[src/design/bdq_pkg.sv]
// Shared opcode, status and width constants for the bounded deque store.
`timescale 1ns / 1ps
package bdq_pkg;

  localparam int OP_W     = 3;
  localparam int STATUS_W = 2;
  localparam int WORD_W   = 32;  // width of value fields on the ports

  localparam logic [OP_W-1:0] OP_PUSH_FRONT = 3'd0;
  localparam logic [OP_W-1:0] OP_PUSH_BACK  = 3'd1;
  localparam logic [OP_W-1:0] OP_POP_FRONT  = 3'd2;
  localparam logic [OP_W-1:0] OP_POP_BACK   = 3'd3;
  localparam logic [OP_W-1:0] OP_CONTAINS   = 3'd4;
  localparam logic [OP_W-1:0] OP_REMOVE     = 3'd5;

  localparam logic [STATUS_W-1:0] ST_OK        = 2'd0;
  localparam logic [STATUS_W-1:0] ST_EMPTY     = 2'd1;
  localparam logic [STATUS_W-1:0] ST_FULL      = 2'd2;
  localparam logic [STATUS_W-1:0] ST_NOT_FOUND = 2'd3;

  // result flags carried on out_tuser: found, then status
  localparam int OUT_USER_W = 1 + STATUS_W;

endpackage

[src/design/bounded_deque_bag_store.sv]
// Bounded double-ended queue of signed words with search and remove.
//
// Input stream: in_tuser carries the opcode (push front, push back, pop front,
// pop back, contains, remove value), in_tdata the 32-bit value. One result
// transfer follows every input transfer, in order, on the out_ stream:
// front value, back value and count in out_tdata, found and status in
// out_tuser.
//
// Entries live in a ring in a single synchronous memory (one read, one write
// port). Pushes, pops and unused opcodes pass from the input transfer through
// S_EXEC, S_RD_F, S_RD_B and S_RD_L to S_OUT, where the result is loaded; the
// next input is taken once the FSM is back in S_IDLE. Contains adds a memory
// scan in S_SEARCH; remove adds the scan plus the read/write-back in S_SHIFT
// that closes the gap. No new input is taken until the previous one is done.
// All of it is paced by the one memory read port.
//
// Reset (rst_n low, synchronous) empties the store; memory contents are not
// cleared and need no sweep. The input is taken while a previous result is
// still waiting; if the receiver stalls, the next item runs through its work
// and then holds until the output register frees up.
module bounded_deque_bag_store #(
  parameter int CAPACITY   = 16,
  parameter int DATA_WIDTH = 32,
  localparam int CW = $clog2(CAPACITY + 1),
  localparam int OUT_DATA_W = ((2 * bdq_pkg::WORD_W + CW + 7) / 8) * 8
) (
  input  logic                          clk,
  input  logic                          rst_n,
  input  logic                          in_tvalid,
  output logic                          in_tready,
  input  logic [bdq_pkg::WORD_W-1:0]    in_tdata,   // value
  input  logic [bdq_pkg::OP_W-1:0]      in_tuser,   // opcode
  output logic                          out_tvalid,
  input  logic                          out_tready,
  output logic [OUT_DATA_W-1:0]         out_tdata,  // front_value, back_value, count
  output logic [bdq_pkg::OUT_USER_W-1:0] out_tuser  // found, status
);
  import bdq_pkg::*;

  localparam int AW = (CAPACITY > 1) ? $clog2(CAPACITY) : 1;
  localparam int SW = CW + 1;

  typedef enum logic [7:0] {
    S_IDLE   = 8'b0000_0001,
    S_EXEC   = 8'b0000_0010,
    S_SEARCH = 8'b0000_0100,
    S_SHIFT  = 8'b0000_1000,
    S_RD_F   = 8'b0001_0000,
    S_RD_B   = 8'b0010_0000,
    S_RD_L   = 8'b0100_0000,
    S_OUT    = 8'b1000_0000
  } state_t;

  // ring position of the k-th entry from the front
  function automatic logic [AW-1:0] slot_of(input logic [AW-1:0] base,
                                            input logic [CW-1:0] k);
    logic [SW-1:0] s;
    s = SW'(base) + SW'(k);
    if (s >= SW'(CAPACITY)) s = s - SW'(CAPACITY);
    return s[AW-1:0];
  endfunction

  state_t state_r, state_nxt;

  logic [AW-1:0] fi_r, fi_nxt;
  logic [CW-1:0] cnt_r, cnt_nxt;
  logic [CW-1:0] k_r, k_nxt;
  logic [CW-1:0] dst_r, dst_nxt;
  logic          pend_r, pend_nxt;
  logic          found_r, found_nxt;
  logic [STATUS_W-1:0] status_r, status_nxt;

  logic [OP_W-1:0]              op_r, op_nxt;
  logic signed [DATA_WIDTH-1:0] w_r, w_nxt;
  logic signed [DATA_WIDTH-1:0] front_r, front_nxt;
  logic signed [DATA_WIDTH-1:0] back_r, back_nxt;

  logic                        out_valid_r, out_valid_nxt;
  logic [OUT_DATA_W-1:0]       out_data_r, out_data_nxt;
  logic [OUT_USER_W-1:0]       out_user_r, out_user_nxt;

  logic signed [DATA_WIDTH-1:0] mem [CAPACITY];
  logic signed [DATA_WIDTH-1:0] mem_q;
  logic [AW-1:0]                rd_addr;
  logic                         wr_en;
  logic [AW-1:0]                wr_addr;
  logic signed [DATA_WIDTH-1:0] wr_data;

  logic                         hit;
  logic                         cnt_full, cnt_empty;
  logic [CW-1:0]                last_k;
  logic [AW-1:0]                fi_dec, fi_inc;
  logic signed [WORD_W-1:0]     front_o, back_o;

  assign in_tready  = (state_r == S_IDLE);
  assign out_tvalid = out_valid_r;
  assign out_tdata  = out_data_r;
  assign out_tuser  = out_user_r;

  assign cnt_full  = (cnt_r == CW'(CAPACITY));
  assign cnt_empty = (cnt_r == '0);
  assign last_k    = cnt_empty ? '0 : cnt_r - CW'(1);
  assign fi_dec    = (fi_r == '0) ? AW'(CAPACITY - 1) : fi_r - AW'(1);
  assign fi_inc    = (fi_r == AW'(CAPACITY - 1)) ? '0 : fi_r + AW'(1);
  assign hit       = pend_r && (mem_q == w_r);

  assign front_o = cnt_empty ? '0 : WORD_W'(front_r);
  assign back_o  = cnt_empty ? '0 : WORD_W'(back_r);

  // entry memory
  always_ff @(posedge clk) begin
    if (wr_en) mem[wr_addr] <= wr_data;
    mem_q <= mem[rd_addr];
  end

  always_comb begin
    state_nxt     = state_r;
    fi_nxt        = fi_r;
    cnt_nxt       = cnt_r;
    k_nxt         = k_r;
    dst_nxt       = dst_r;
    pend_nxt      = pend_r;
    found_nxt     = found_r;
    status_nxt    = status_r;
    op_nxt        = op_r;
    w_nxt         = w_r;
    front_nxt     = front_r;
    back_nxt      = back_r;
    out_valid_nxt = out_valid_r;
    out_data_nxt  = out_data_r;
    out_user_nxt  = out_user_r;
    rd_addr       = fi_r;
    wr_en         = 1'b0;
    wr_addr       = fi_r;
    wr_data       = w_r;

    if (out_valid_r && out_tready) out_valid_nxt = 1'b0;

    unique case (state_r)
      S_IDLE: begin
        if (in_tvalid) begin
          op_nxt    = in_tuser;
          w_nxt     = DATA_WIDTH'($signed(in_tdata));
          state_nxt = S_EXEC;
        end
      end
      S_EXEC: begin
        found_nxt  = 1'b0;
        status_nxt = ST_OK;
        state_nxt  = S_RD_F;
        unique case (op_r) inside
          OP_PUSH_FRONT: begin
            if (cnt_full) begin
              status_nxt = ST_FULL;
            end else begin
              fi_nxt  = fi_dec;
              wr_en   = 1'b1;
              wr_addr = fi_dec;
              cnt_nxt = cnt_r + CW'(1);
            end
          end
          OP_PUSH_BACK: begin
            if (cnt_full) begin
              status_nxt = ST_FULL;
            end else begin
              wr_en   = 1'b1;
              wr_addr = slot_of(fi_r, cnt_r);
              cnt_nxt = cnt_r + CW'(1);
            end
          end
          OP_POP_FRONT: begin
            if (cnt_empty) begin
              status_nxt = ST_EMPTY;
            end else begin
              fi_nxt  = fi_inc;
              cnt_nxt = cnt_r - CW'(1);
            end
          end
          OP_POP_BACK: begin
            if (cnt_empty) status_nxt = ST_EMPTY;
            else cnt_nxt = cnt_r - CW'(1);
          end
          OP_CONTAINS, OP_REMOVE: begin
            k_nxt     = '0;
            pend_nxt  = 1'b0;
            state_nxt = S_SEARCH;
          end
          default: begin
          end
        endcase
      end
      S_SEARCH: begin
        // one read issued per cycle, compare works on the previous read's data
        rd_addr = slot_of(fi_r, k_r);
        if (hit) begin
          found_nxt = 1'b1;
          pend_nxt  = 1'b0;
          // match sits at k_r-1; shifting starts reading at k_r
          state_nxt = (op_r == OP_REMOVE) ? S_SHIFT : S_RD_F;
        end else if (k_r == cnt_r) begin
          status_nxt = ST_NOT_FOUND;
          pend_nxt   = 1'b0;
          state_nxt  = S_RD_F;
        end else begin
          k_nxt    = k_r + CW'(1);
          pend_nxt = 1'b1;
        end
      end
      S_SHIFT: begin
        rd_addr = slot_of(fi_r, k_r);
        if (pend_r) begin
          wr_en   = 1'b1;
          wr_addr = slot_of(fi_r, dst_r);
          wr_data = mem_q;
        end
        if (k_r == cnt_r) begin
          cnt_nxt   = cnt_r - CW'(1);
          pend_nxt  = 1'b0;
          state_nxt = S_RD_F;
        end else begin
          dst_nxt  = k_r - CW'(1);
          k_nxt    = k_r + CW'(1);
          pend_nxt = 1'b1;
        end
      end
      S_RD_F: begin
        rd_addr   = fi_r;
        state_nxt = S_RD_B;
      end
      S_RD_B: begin
        rd_addr   = slot_of(fi_r, last_k);
        front_nxt = mem_q;
        state_nxt = S_RD_L;
      end
      S_RD_L: begin
        back_nxt  = mem_q;
        state_nxt = S_OUT;
      end
      S_OUT: begin
        if (!out_valid_r || out_tready) begin
          out_valid_nxt = 1'b1;
          out_data_nxt  = OUT_DATA_W'({cnt_r, back_o, front_o});
          out_user_nxt  = {status_r, found_r};
          state_nxt     = S_IDLE;
        end
      end
      default: state_nxt = S_IDLE;
    endcase
  end

  always_ff @(posedge clk) begin
    if (!rst_n) begin
      state_r     <= S_IDLE;
      fi_r        <= '0;
      cnt_r       <= '0;
      k_r         <= '0;
      dst_r       <= '0;
      pend_r      <= 1'b0;
      found_r     <= 1'b0;
      status_r    <= ST_OK;
      out_valid_r <= 1'b0;
    end else begin
      state_r     <= state_nxt;
      fi_r        <= fi_nxt;
      cnt_r       <= cnt_nxt;
      k_r         <= k_nxt;
      dst_r       <= dst_nxt;
      pend_r      <= pend_nxt;
      found_r     <= found_nxt;
      status_r    <= status_nxt;
      out_valid_r <= out_valid_nxt;
    end
  end

  always_ff @(posedge clk) begin
    op_r       <= op_nxt;
    w_r        <= w_nxt;
    front_r    <= front_nxt;
    back_r     <= back_nxt;
    out_data_r <= out_data_nxt;
    out_user_r <= out_user_nxt;
  end

endmodule
[config.mk]
export PLATFORM = sky130hd
export DESIGN_NAME = bounded_deque_bag_store
export DESIGN_NICKNAME = d
export VERILOG_FILES = /design/src/design/bdq_pkg.sv /design/src/design/bounded_deque_bag_store.sv
export SDC_FILE = /design/constraint.sdc
export NUM_CORES = 1
export LEC_CHECK = 0
export BUFFER_PORTS_ARGS = -buffer_cell sky130_fd_sc_hd__buf_2
export CAP_MARGIN = 10
export CORE_ASPECT_RATIO = 1.5
export CORE_MARGIN = 10
export CORE_UTILIZATION = 62
export CTS_CLUSTER_SIZE = 20
export DETAILED_ROUTE_END_ITERATION = 8
export PLACE_DENSITY = 0.78
export SYNTH_ARGS = -nofsm -noshare
export SYNTH_HDL_FRONTEND = slang
export SYNTH_SLANG_ARGS = --single-unit
[constraint.sdc]
create_clock -name clk -period 6.3 [get_ports clk]
set_input_delay 0.63 -clock clk [delete_from_list [all_inputs] [get_ports clk]]
set_output_delay 0.63 -clock clk [all_outputs]
set_load 0.005 [all_outputs]
## Word level (Yosys, flattened, before mapping)

Memory sizes are Yosys's and may differ from the RTL's. A register that Yosys moved wholly into a read port is not among the register bits.
Index checks and enable logic that the tools add are counted.
W data, S select, Z words.

| cells by class | value |
|---|---|
| reduce and logical (&&, ||, !) cells | 25 |
| multiply operators | 0 |
| bitwise logic cells | 1 |
| shifts and indexed selects | 0 |
| order comparisons | 4 |
| multiplexer cells | 54 |
| div/mod/pow operators | 0 |
| add/subtract/negate cells | 14 |
| equal/unequal tests | 28 |

Operators by type and width:

| cell | count |
|---|---|
| $mux W32 | 2 |
| $pmux W8 S8 | 1 |
| $mux W5 | 9 |
| $mux W4 | 10 |
| $eq A32 B32 Y1 | 1 |
| $mux W8 | 4 |
| $pmux W4 S2 | 4 |
| $add A4 B5 Y6 | 4 |
| $ge A6 B5 Y1 const B | 4 |
| $pmux W5 S2 | 2 |
| $sub A4 B1 Y4 const B | 5 |
| $pmux W5 S3 | 1 |
| $ne A2 B2 Y1 const B | 7 |
| $mux W1 | 13 |
| $reduce_and A2 Y1 | 6 |
| $add A5 B1 Y5 const B | 2 |
| $sub A5 B1 Y5 const B | 2 |
| $ne A3 B3 Y1 const B | 3 |
| $reduce_and A3 Y1 | 3 |
| $eq A8 B1 Y1 const B | 1 |
| $eq A8 B2 Y1 const B | 1 |
| $eq A8 B3 Y1 const B | 1 |
| $eq A8 B4 Y1 const B | 1 |
| $eq A8 B5 Y1 const B | 1 |
| other kinds (26) | 38 |

| storage, ports and cells | value |
|---|---|
| bits in registers | 203 |
| latch bits | 0 |
| memory bits (writable) | 512 |
| output and inout bits | 77 |
| ROM bits | 0 |
| memories | 1 |
| word-level logic and storage cells | 143 |

Memories:

| memory | depth | bits a word | read ports | clocked after Yosys merged registers in | wr ports | line | source |
|---|---|---|---|---|---|---|---|
| mem | 16 | 32 | 1 | 1 | 1 | bounded_deque_bag_store.sv:82 | `logic signed [DATA_WIDTH-1:0] mem [CAPACITY];` |

## Logic depth before layout (Yosys ltp)

Gate-level depths: netlist of the first run.

| logic depth | value |
|---|---|
| word-level depth | 6 |
| gate-level depth with buffers | 17 |
| mapped depth without buffers | 14 |

## Least setup slack after synthesis of the first run

Ideal clock, no wire load.

| timing | value |
|---|---|
| path kind | reg2reg |
| start | register state_r[1] |
| end | register out_data_r[0] (netlist: out_tdata[0]) (enable) |
| arrival | 4.955 ns |
| path buffers | 0 |
| setup slack | 0.834 ns |
| clock period less this slack | 5.466 ns |
| stages on the path, launching flop included | 5 |
| library setup time | 0.511 ns |
| data required time | 5.789 ns |
| cells stage by stage | dfxtp_1 -> or3_1 -> or3_1 -> or4b_2 -> nor2b_1 |

| between the ends | value |
|---|---|
| longest elaborated chain between the ends | 2 |

RTL lines:

| element | line | source |
|---|---|---|
| start: declaration | bounded_deque_bag_store.sv:63 | `state_t state_r, state_nxt;` |
| start signal: assignment | bounded_deque_bag_store.sv:263 | `state_r <= state_nxt;` |
| $eq A8 B8 Y1 | bounded_deque_bag_store.sv:139 | `unique case (state_r)` |
| $reduce_and A2 Y1 (no source line) | -- |  |
| end signal: assignment | bounded_deque_bag_store.sv:280 | `out_data_r <= out_data_nxt;` |
| end: declaration | bounded_deque_bag_store.sv:79 | `logic [OUT_DATA_W-1:0] out_data_r, out_data_nxt;` |

No other way between the ends.
A chain may end at the register's enable or synchronous reset.

## Worst setup path in the final report of the first run

| timing | value |
|---|---|
| start | register cnt_r[0] |
| end | memory mem[0][5] (enable) |

| between the ends | value |
|---|---|
| longest elaborated chain between the ends | 6 |

RTL lines:

| element | line | source |
|---|---|---|
| start: declaration | bounded_deque_bag_store.sv:66 | `logic [CW-1:0] cnt_r, cnt_nxt;` |
| start signal: assignment | bounded_deque_bag_store.sv:265 | `cnt_r <= cnt_nxt;` |
| $add A4 B5 Y6 / $eq A5 B5 Y1 (equally long branches) | bounded_deque_bag_store.sv:58, bounded_deque_bag_store.sv:100 |  |
| $ge A6 B5 Y1 (tied with other cells) | bounded_deque_bag_store.sv:59 | `if (s >= SW'(CAPACITY)) s = s - SW'(CAPACITY);` |
| $mux W4 / $mux W1 (equally long branches) | -- |  |
| $mux W4 / $pmux W1 S2 (equally long branches) | bounded_deque_bag_store.sv:163, bounded_deque_bag_store.sv:139 |  |
| $pmux W4 S2 / $mux W1 (equally long branches) | bounded_deque_bag_store.sv:151, bounded_deque_bag_store.sv:112 |  |
| $pmux W4 S2 / $mux W1 (equally long branches) | bounded_deque_bag_store.sv:139, bounded_deque_bag_store.sv:112 |  |
| end: declaration | bounded_deque_bag_store.sv:82 |  |

Parallel ways exist; a longest one is shown, timed or not.

==> results of run 1 <==
==> report_power, final <==
group          switching, mW  internal (mW)
logic                  0.146         0.0692
registers             0.0349           5.43
clock network           1.71           2.27
==> registers in the layout, indices dropped and copies added (netlist names), 2 cells and up <==
| signal | count |
|---|---|
| back_r | 32 |
| mem | 512 |
| op_r | 3 |
| mem_q | 32 |
| state_r | 8 |
| out_tdata | 69 |
| status_r | 2 |
| cnt_r | 5 |
| out_tuser | 3 |
| k_r | 5 |
| fi_r | 4 |
| dst_r | 4 |
| w_r | 32 |
| front_r | 32 |
==> critical path: stages (launching register included) <==
cell	delay, ns
dfxtp_1	0.57
inv_1	0.12
ha_1	0.25
nor4bb_1	0.17
clkbuf_2	0.20
or4_1	0.43
or4_1	0.43
o311a_1	0.13
o21ai_1	0.16
nand3_1	0.38
nor3_2	0.98
buf_4	0.46
==> Yosys cell counts, drive strengths merged (6+ instances only) <==
library cell	number	area [µm²]
a21boi	6	45.1
a21o	6	45.0
a21oi	18	93.8
and2	10	62.6
and3	8	50.1
buf	67	517
clkbuf	39	146
dfxtp	63	1260
edfxtp	683	20500
ha	16	200
inv	14	52.6
mux2	33	372
mux2i	388	3880
nand2	27	101
nand2b	7	43.8
nand3	141	706
nand4	42	263
nor2	29	116
nor2b	69	432
nor3	28	140
nor4	8	65.1
o21ai	20	100
or3	8	50.1
xnor2	47	430
xor2	12	113
==> cells by family (layout without fill, tap and decap cells) <==
family	count (synthesis)	count (layout)	share of synthesized area [%]
adder cells (fa/ha/maj)	19	19	0.860
AO/OA/AOI/OAI	83	83	1.88
XOR/XNOR	59	59	1.79
other	1	3	0.0124
multiplexers	421	421	14.1
AND/OR/NAND/NOR	393	393	7.13
buffers and inverters	120	296	2.36
flip-flops	746	746	71.9
==> placed cells by master, fill, tap and decap left out, types with 18 or more instances in the layout <==
cell       Yosys  routed
buf_2         26     112
buf_4          6      43
clkbuf_16      0      70
dfxtp_1       63      63
edfxtp_1     683     683
mux2_2        33      33
mux2i_1      388     388
nand2_1       27      27
nand3_1      141     141
nand4_1       42      42
nor2_1        28      27
nor2b_1       69      68
o21ai_0       18      18
xnor2_1       46      46
==> routing by layer <==
| layer | wire length (µm) | part of all wire, % | GRT usage, % |
|---|---|---|---|
| met1 | 23900 | 37 | 25.7 |
| met5 | 0 | 0 | 0 |
| met3 | 4840 | 7.5 | 4.32 |
| met4 | 2960 | 4.6 | 10.9 |
| met2 | 33000 | 51 | 37.3 |
==> worst paths after layout <==
kind,slack [ns],to,from
max,1.67,mem[0][5],cnt_r[0]
min reg2reg,0.44,out_tuser[2],status_r[1]
max reg2reg,1.67,mem[0][5],cnt_r[0]
min,0.21,w_r[13],in_tdata[13]
==> final cells by class <==
class	instances	area, µm²
sequential	746	21800
fill	3101	14700
multi-input combinational	978	7930
clock buffer	97	1960
timing repair buffer	160	976
tap	656	821
clock inverter	25	219
inverter	14	52.6
==> per-stage QoR <==
| stage | std cells | hold slack (ns) | total power [mW] | area (µm²) |
|---|---|---|---|---|
| CTS | 2674 | 0.185 | 9.71 | 33700 |
| global route | 2676 | 0.199 | 9.93 | 33700 |
| detailed placement | 2552 | 0.425 | 5.78 | 31500 |
| floorplan | 1844 | 0.409 | 5.70 | 30300 |
| finish | 2676 | 0.210 | 9.66 | 33700 |
| global placement | 2552 | 0.424 | 5.77 | 31500 |
==> run_results.csv, run 1 <==
group,metric,value,unit
outcome,status,"finished, final reports clean",
timing,tightest_slew,1.28,ns
routing,postRouteAntennaNets,0,
cts,clkSlewWorstSetupHoldPaths,0.06,ns
hold_path,whs_path_depth,1,
timing,relSlewSlack,14.2,%
setup_path,worstSetupPathType,"reg -> reg",
setup_path,r2r_cells,11,
floorplan,fp.dieH,291,µm
cts,cts-hold-fix-buffers,0,
cts,h-tree-depth,3,
timing,fmax,0.216,GHz
cts,insertion_delay,0.60,ns
cts,clockRootBuffer,"clkbuf_16",
timing,layout_min_cycle_time,4.63,ns
layout,diodes,0,
cts,clockBufferDepth,3,
grt,antenna_found_initial,0,
power,ir_worst_vdd,0.223,mV
cts,clock_sinks,746,
synthesis,ys.flop_type,"edfxtp_1",
cts,cts_resized,0,
grt,grt_max_degree,131,
synthesis,synth-async-reset-ratio,0,%
routing,drcViolationCount,0,
power,powerDensity,286,nW/µm²
timing,final-hold-violation-count,0,
synthesis,seq_area_frac_synth,71.9,%
routing,firstDrtPassIters,5,
layout,area_growth,11.4,%
power,p_leak,10.5,nW
routing,wire_per_inst,24.2,µm
grt,grt_pass1_vias,16400,
placement,place.gp.congestion,0.916,
timing,clock_skew,0.0329,ns
routing,avgViaCountPerCell,6.06,
floorplan,ios,116,
setup_path,crit_arrival,4.88,ns
layout,layout-drive-gt1-share,16.5,%
run,maxCapViolCount,0,
floorplan,fp.coreArea,48400,µm²
timing,maxSlewViolCount,0,
timing,rsz0062_at_grt,"false",
routing,vias,16200,
floorplan,row_count,99,
cts,numCtsBuffers,68,
placement,io_buffers,112,
synthesis,ys_types,64,
grt,grt_usage,21.7,%
floorplan,die_x,200,µm
synthesis,syn_inst,1842,
layout,post-route-util,69.7,%
timing,setup_tns,0,ns
placement,place.detailed.hpwl,38.7,mm
synthesis,ys_warn_count,0,
layout,nets,2026,
grt,grt_pass1_wl,96.6,mm
synthesis,synth_edf_count,683,
grt,grt.overflow.total,0,
setup_path,cp-end-kind,"register",
timing,fin_crit_sh,73.5,%
timing,finalSetupViolations,0,
floorplan,die-area,58300,µm²
routing,first_iter_violations,1407,
timing,setup_ws,1.67,ns
placement,pre_cts_ws,1.58,ns
hold_path,hp-class,"in -> reg",
synthesis,synth_area,30300,µm²
floorplan,initial_core_util,62.5,%
routing,drt_wl_total,64.7,mm
synthesis,ys_ff_latch,746,
synthesis,avgSynthCellArea,16.4,µm²
cts,tritoncts,"done",
setup_path,cp.required,6.55,ns
setup_path,start_kind,"register",
cts,postCtsSetupRepairBufs,0,
setup_path,path_max_fanout,14,
(Power assumes the default switching activity.)
==> run 2: changes to the inputs <==
==> constraint.sdc (replaced) <==
create_clock -name clk -period 4.6 [get_ports clk]
set_input_delay 0.46 -clock clk [delete_from_list [all_inputs] [get_ports clk]]
set_output_delay 0.46 -clock clk [all_outputs]
set_load 0.005 [all_outputs]
==> run 2 against run 1 <==
Design area increased by 0.53%. Critical endpoint is now mem_q[8]. Highest routed layer unchanged. Largest power group unchanged. Clock power increased by 37%. Total power increased by 37%.
==> run_results.csv, run 2 (synthesis results as in run 1) <==
group,metric,value,unit
cts,insertion_delay,0.60,ns
layout,largest_register_ffs,512,
setup_path,cp-end-kind,"register",
routing,first_iter_violations,1462,
timing,maxSlewViolCount,0,
layout,top_register,"mem",
routing,drcViolationCount,0,
cts,clockRootBuffer,"clkbuf_16",
cts,tritoncts,"done",
floorplan,fp.dieH,291,µm
timing,tightest_slew,1.04,ns
timing,relSlewSlack,30.3,%
grt,grt_max_degree,86,
layout,mostFrequentLayoutCells,"683 x edfxtp_1, 388 x mux2i_1, 141 x nand3_1",
power,clockPowerShare,41.3,%
grt,grt_pass1_wl,100,mm
floorplan,fp.coreArea,48400,µm²
cts,numCtsBuffers,67,
setup_path,critical-path-top-delay-family,"simple AND/OR/NAND/NOR gates",
cts,cts_resized,0,
floorplan,row_count,99,
timing,final-hold-violation-count,0,
cts,cts-hold-fix-buffers,0,
layout,stdcell_count,2683,
routing,avgViaCountPerCell,6.07,
cts,clkSlewWorstSetupHoldPaths,0.06,ns
timing,finalSetupViolations,0,
placement,place_inst,2560,
power,power_frac_comb,2.3,%
timing,fin_crit_sh,90.9,%
timing,clock_skew,0.0194,ns
grt,grt_pass1_vias,16600,
setup_path,crit_arrival,4.71,ns
cts,clock_sinks,746,
timing,setup_tns,0,ns
setup_path,start_kind,"register",
power,internal-power,10.6,mW
power,seq_power_share,56.4,%
routing,firstDrtPassIters,5,
power,ir_worst_vdd,0.276,mV
setup_path,worstSetupPathType,"reg -> reg",
power,powerDensity,391,nW/µm²
floorplan,die-area,58300,µm²
setup_path,r2r_cells,14,
setup_path,r2r_end,"mem_q[8]",
setup_path,slowest_delay,0.72,ns
placement,place.gp.congestion,0.860,
layout,nets,2031,
setup_path,worst-path-stages,14,
routing,wire_per_inst,24.5,µm
setup_path,cp.required,5.13,ns
layout,fillers,3062,
timing,fmax,0.239,GHz
cts,clockBufferDepth,3,
grt,grt.overflow.total,0,
timing,layout_min_cycle_time,4.18,ns
power,switchingPower,2.62,mW
floorplan,die_x,200,µm
hold_path,hp-class,"in -> reg",
setup_path,crit_chain,"or3_1, or3_1, nor2_4, buf_4, o21ai_0, ha_1, a21o_1, a21oi_1, xor2_1, a22oi_2, xnor2_4, buf_4, nand3_1, nand4_1",
run,maxCapViolCount,0,
outcome,status,"finished, final reports clean",
layout,layout_commonest_cell,"edfxtp_1",
setup_path,crit_end,"mem_q[8]",
floorplan,ios,116,
timing,rsz0062_at_grt,"false",
setup_path,cp-startpoint,"state_r[1]",
routing,postRouteAntennaNets,0,
grt,antenna_found_initial,0,
layout,layout-drive-gt1-share,16.3,%
cts,h-tree-depth,3,
setup_path,timing.critical_path.buf_inv,2,
layout,post-route-util,70.0,%
routing,drt_wl_total,65.6,mm
setup_path,timing.rr.start,"state_r[1]",
power,power,13.3,mW
power,p_leak,10.7,nW
routing,vias,16300,
setup_path,crit_path_top_delay_cell,"xnor2_4",
cts,postCtsSetupRepairBufs,0,
floorplan,initial_core_util,62.5,%
setup_path,r2r_slack,0.42,ns
power,p_sw_share,19.7,%
placement,io_buffers,112,
placement,place.detailed.hpwl,41.0,mm
setup_path,path_max_fanout,24,
layout,area_growth,12.0,%
grt,grt_usage,22.3,%
layout,diodes,0,
-- run 2: changes by cell type in the layout (fill, tap and decap cells not counted), sizes merged --
cell / change
buf: +7
bufinv: +3
clkbuf: -7
clkinv: +8
clkinvlp: -7
inv: +3
-- run 2: power groups by stage --
stage / Sequential (mW) / Combinational, mW / Clock, mW
after floorplan: 7.60 / 0.202 / 0
after global placement: 7.63 / 0.291 / 0
after detailed placement: 7.63 / 0.304 / 0
after CTS: 7.48 / 0.307 / 5.55
after global routing: 7.48 / 0.333 / 5.82
final: 7.48 / 0.309 / 5.47
-- run 2: worst min-delay path by stage --
stage	from	cells past startpoint	endpoint	slack (ns)
final	in_tdata[6]	1	w_r[6]	0.03
after global routing	in_tdata[31]	1	w_r[31]	0.02
after CTS	in_tdata[10]	1	w_r[10]	0.008
after detailed placement	status_r[0]	0	out_tuser[1]	0.43
after global placement	status_r[1]	0	out_tuser[2]	0.42
after floorplan	found_r	0	out_tuser[0]	0.41
-- run 2: routing by layer --
| metal | vias up | track usage, % | wire [µm] |
|---|---|---|---|
| met2 | 639 | 39.1 | 33900 |
| met1 | 8189 | 26.8 | 24900 |
| met5 | - | 0 | 0 |
| met4 | 0 | 9.04 | 2340 |
| li1 | 7334 | - | - |
| met3 | 125 | 3.91 | 4430 |
-- run 2: layout make-up --
cell class | instances | area (µm²) | area share [%]
Sequential cell | 746 | 21800 | 64.2
Clock inverter | 32 | 307 | 0.904
Clock buffer | 91 | 1840 | 5.42
Multi-Input combinational cell | 978 | 7980 | 23.5
Tap cell | 656 | 821 | 2.42
Timing Repair Buffer | 166 | 1140 | 3.36
Inverter | 14 | 52.6 | 0.155
-- run 2: through the flow --
step | hold slack, ns | setup WS (ns) | area (µm²)
2_1_floorplan | 0.409 | -0.610 | 30300
3_3_place_gp | 0.424 | 0.591 | 31800
3_5_place_dp | 0.428 | 0.499 | 31800
4_1_cts | 0.00766 | 0.457 | 33900
5_1_grt | 0.0202 | 0.142 | 33900
6_report | 0.0305 | 0.416 | 33900
==> run 3: changes to the inputs <==
--- a/config.mk
+++ b/config.mk
@@ -13,6 +13,7 @@
 export CTS_CLUSTER_SIZE = 20
 export DETAILED_ROUTE_END_ITERATION = 8
 export PLACE_DENSITY = 0.78
+export RECOVER_POWER = 25
 export SYNTH_ARGS = -nofsm -noshare
 export SYNTH_HDL_FRONTEND = slang
 export SYNTH_SLANG_ARGS = --single-unit
==> run 3 against run 2 <==
The run now ends with capacitance limit, slew limit left. Maximum frequency increased by 0.25%. Clock power about the same. Total power about the same. Global-route usage unchanged. Count of clock-buffer cells in the layout unchanged. Flip-flop and latch count unchanged. Routed wire length increased by 0.11%. Sequential share of layout area increased by 0.24 points. Largest power group unchanged. Highest routed layer unchanged.
==> run_results.csv, run 3 (synthesis results as in run 1) <==
group,metric,value,unit
power,internal-power,10.6,mW
cts,postCtsSetupRepairBufs,0,
layout,mostFrequentLayoutCells,"683 x edfxtp_1, 388 x mux2i_1, 141 x nand3_1",
power,power,13.3,mW
layout,seqCellArea,21800,µm²
cts,h-tree-depth,3,
routing,vias,16300,
grt,antenna_found_initial,0,
setup_path,worstSetupPathType,"reg -> reg",
layout,diodes,0,
timing,relSlewSlack,-82.1,%
setup_path,timing.critical_path.buf_inv,2,
timing,rsz0062_at_grt,"false",
timing,final-hold-violation-count,0,
power,seq_power_share,56.4,%
setup_path,crit_arrival,4.71,ns
layout,post-route-util,69.8,%
setup_path,crit_chain,"or3_1, or3_1, nor2_4, buf_4, o21ai_0, ha_1, a21o_1, a21oi_1, xor2_1, a22oi_2, xnor2_4, buf_4, nand3_1, nand4_1",
power,ir_worst_vdd,0.275,mV
grt,grt_max_degree,86,
outcome,status,"complete, but fails checks",
floorplan,fp.dieH,291,µm
setup_path,crit_path_top_delay_cell,"xnor2_4",
power,powerDensity,392,nW/µm²
routing,postRouteAntennaNets,0,
layout,layout_commonest_cell,"edfxtp_1",
cts,cts_resized,0,
cts,cts-hold-fix-buffers,0,
placement,place.detailed.hpwl,41.0,mm
setup_path,slowest_delay,0.72,ns
grt,grt_usage,22.3,%
cts,clock_sinks,746,
setup_path,worst-path-stages,14,
cts,clkSlewWorstSetupHoldPaths,0.06,ns
timing,maxSlewViolCount,112,
grt,grt_pass1_wl,100,mm
cts,clockRootBuffer,"clkbuf_16",
placement,place_inst,2560,
routing,drcViolationCount,0,
cts,insertion_delay,0.60,ns
layout,layout-drive-gt1-share,12.1,%
power,clockPowerShare,41.2,%
layout,largest_register_ffs,512,
timing,tightest_slew,2.72,ns
power,p_sw_share,19.7,%
cts,numCtsBuffers,67,
timing,fmax,0.240,GHz
routing,wire_per_inst,24.5,µm
power,switchingPower,2.61,mW
timing,fin_crit_sh,90.7,%
floorplan,ios,116,
floorplan,initial_core_util,62.5,%
routing,avgViaCountPerCell,6.07,
timing,clock_skew,0.0188,ns
setup_path,critical-path-top-delay-family,"simple AND/OR/NAND/NOR gates",
hold_path,whs_path_depth,1,
routing,firstDrtPassIters,5,
layout,fillers,3108,
layout,top_register,"mem",
run,maxCapViolCount,3,
floorplan,row_count,99,
timing,layout_min_cycle_time,4.17,ns
timing,finalSetupViolations,0,
setup_path,cp-end-kind,"register",
timing,setup_ws,0.427,ns
floorplan,fp.coreArea,48400,µm²
setup_path,r2r_cells,14,
layout,stdcell_count,2683,
floorplan,die_x,200,µm
routing,drt_wl_total,65.7,mm
cts,tritoncts,"done",
setup_path,start_kind,"register",
grt,grt.overflow.total,0,
placement,pre_cts_ws,0.499,ns
placement,place.gp.congestion,0.860,
setup_path,path_max_fanout,24,
layout,nets,2031,
routing,first_iter_violations,1402,
hold_path,hp-class,"in -> reg",
setup_path,cp.required,5.13,ns
outcome,violations,"capacitance limit, slew limit",
cts,clockBufferDepth,3,
layout,multi_input_area,7960,µm²
placement,io_buffers,112,
floorplan,die-area,58300,µm²
power,power_frac_comb,2.3,%
grt,grt_pass1_vias,16600,
layout,area_growth,11.6,%
power,p_leak,10.5,nW
-- run 3: cell types whose count changed in the layout (fill, tap and decap cells not counted), moves of 2 or more --
cell,before,now
clkbuf_1,19,93
and2_0,0,2
buf_2,112,41
buf_4,40,36
mux2_1,0,7
and2_1,9,7
mux2_2,33,26
-- run 3: stage by stage --
| stage | TNS, ns | area (µm²) | hold slack, ns |
|---|---|---|---|
| finish | 0 | 33800 | 0.0303 |
| global route | 0 | 33800 | 0.0202 |
| CTS | 0 | 33900 | 0.00766 |
| detailed placement | 0 | 31800 | 0.428 |
| global placement | 0 | 31800 | 0.424 |
| floorplan | -156.24 | 30300 | 0.409 |
-- run 3: area by class of cell --
cell class | instances | area share [%]
timing repair buffer | 166 | 3.07
tap | 656 | 2.43
sequential | 746 | 64.4
clock inverter | 32 | 0.907
inverter | 14 | 0.156
clock buffer | 91 | 5.44
multi-input combinational | 978 | 23.6
-- run 3: worst paths after layout --
kind | slack, ns | from | to
max | 0.43 | state_r[1] | mem_q[10]
min | 0.03 | in_tdata[6] | w_r[6]
max reg2reg | 0.43 | state_r[1] | mem_q[10]
min reg2reg | 0.44 | status_r[0] | out_tuser[1]
-- run 3: layer usage --
metal  global-route usage (%)  up-vias  wire length, µm
li1                         -     7341                -
met2                     39.1      658            33900
met3                     3.91      130             4560
met1                     26.8     8168            24800
met4                     9.04        0             2440
met5                        0        -                0
-- run 3: worst reg2reg max path, stage by stage, from the launching register on --
cell     delay [ns]
dfxtp_1        0.37
or3_1          0.42
or3_1          0.41
nor2_4         0.21
buf_4          0.24
o21ai_0        0.11
ha_1           0.20
a21o_1         0.16
a21oi_1        0.24
xor2_1         0.21
a22oi_2        0.19
xnor2_4        0.72
buf_4          0.37
nand3_1        0.12
nand4_1        0.14
-- run 3: power groups by stage --
stage | Combinational (mW) | Clock (mW) | Sequential, mW
finish | 0.306 | 5.47 | 7.49
detailed placement | 0.304 | 0 | 7.63
global placement | 0.291 | 0 | 7.63
floorplan | 0.202 | 0 | 7.60
CTS | 0.307 | 5.55 | 7.48
global route | 0.331 | 5.82 | 7.48
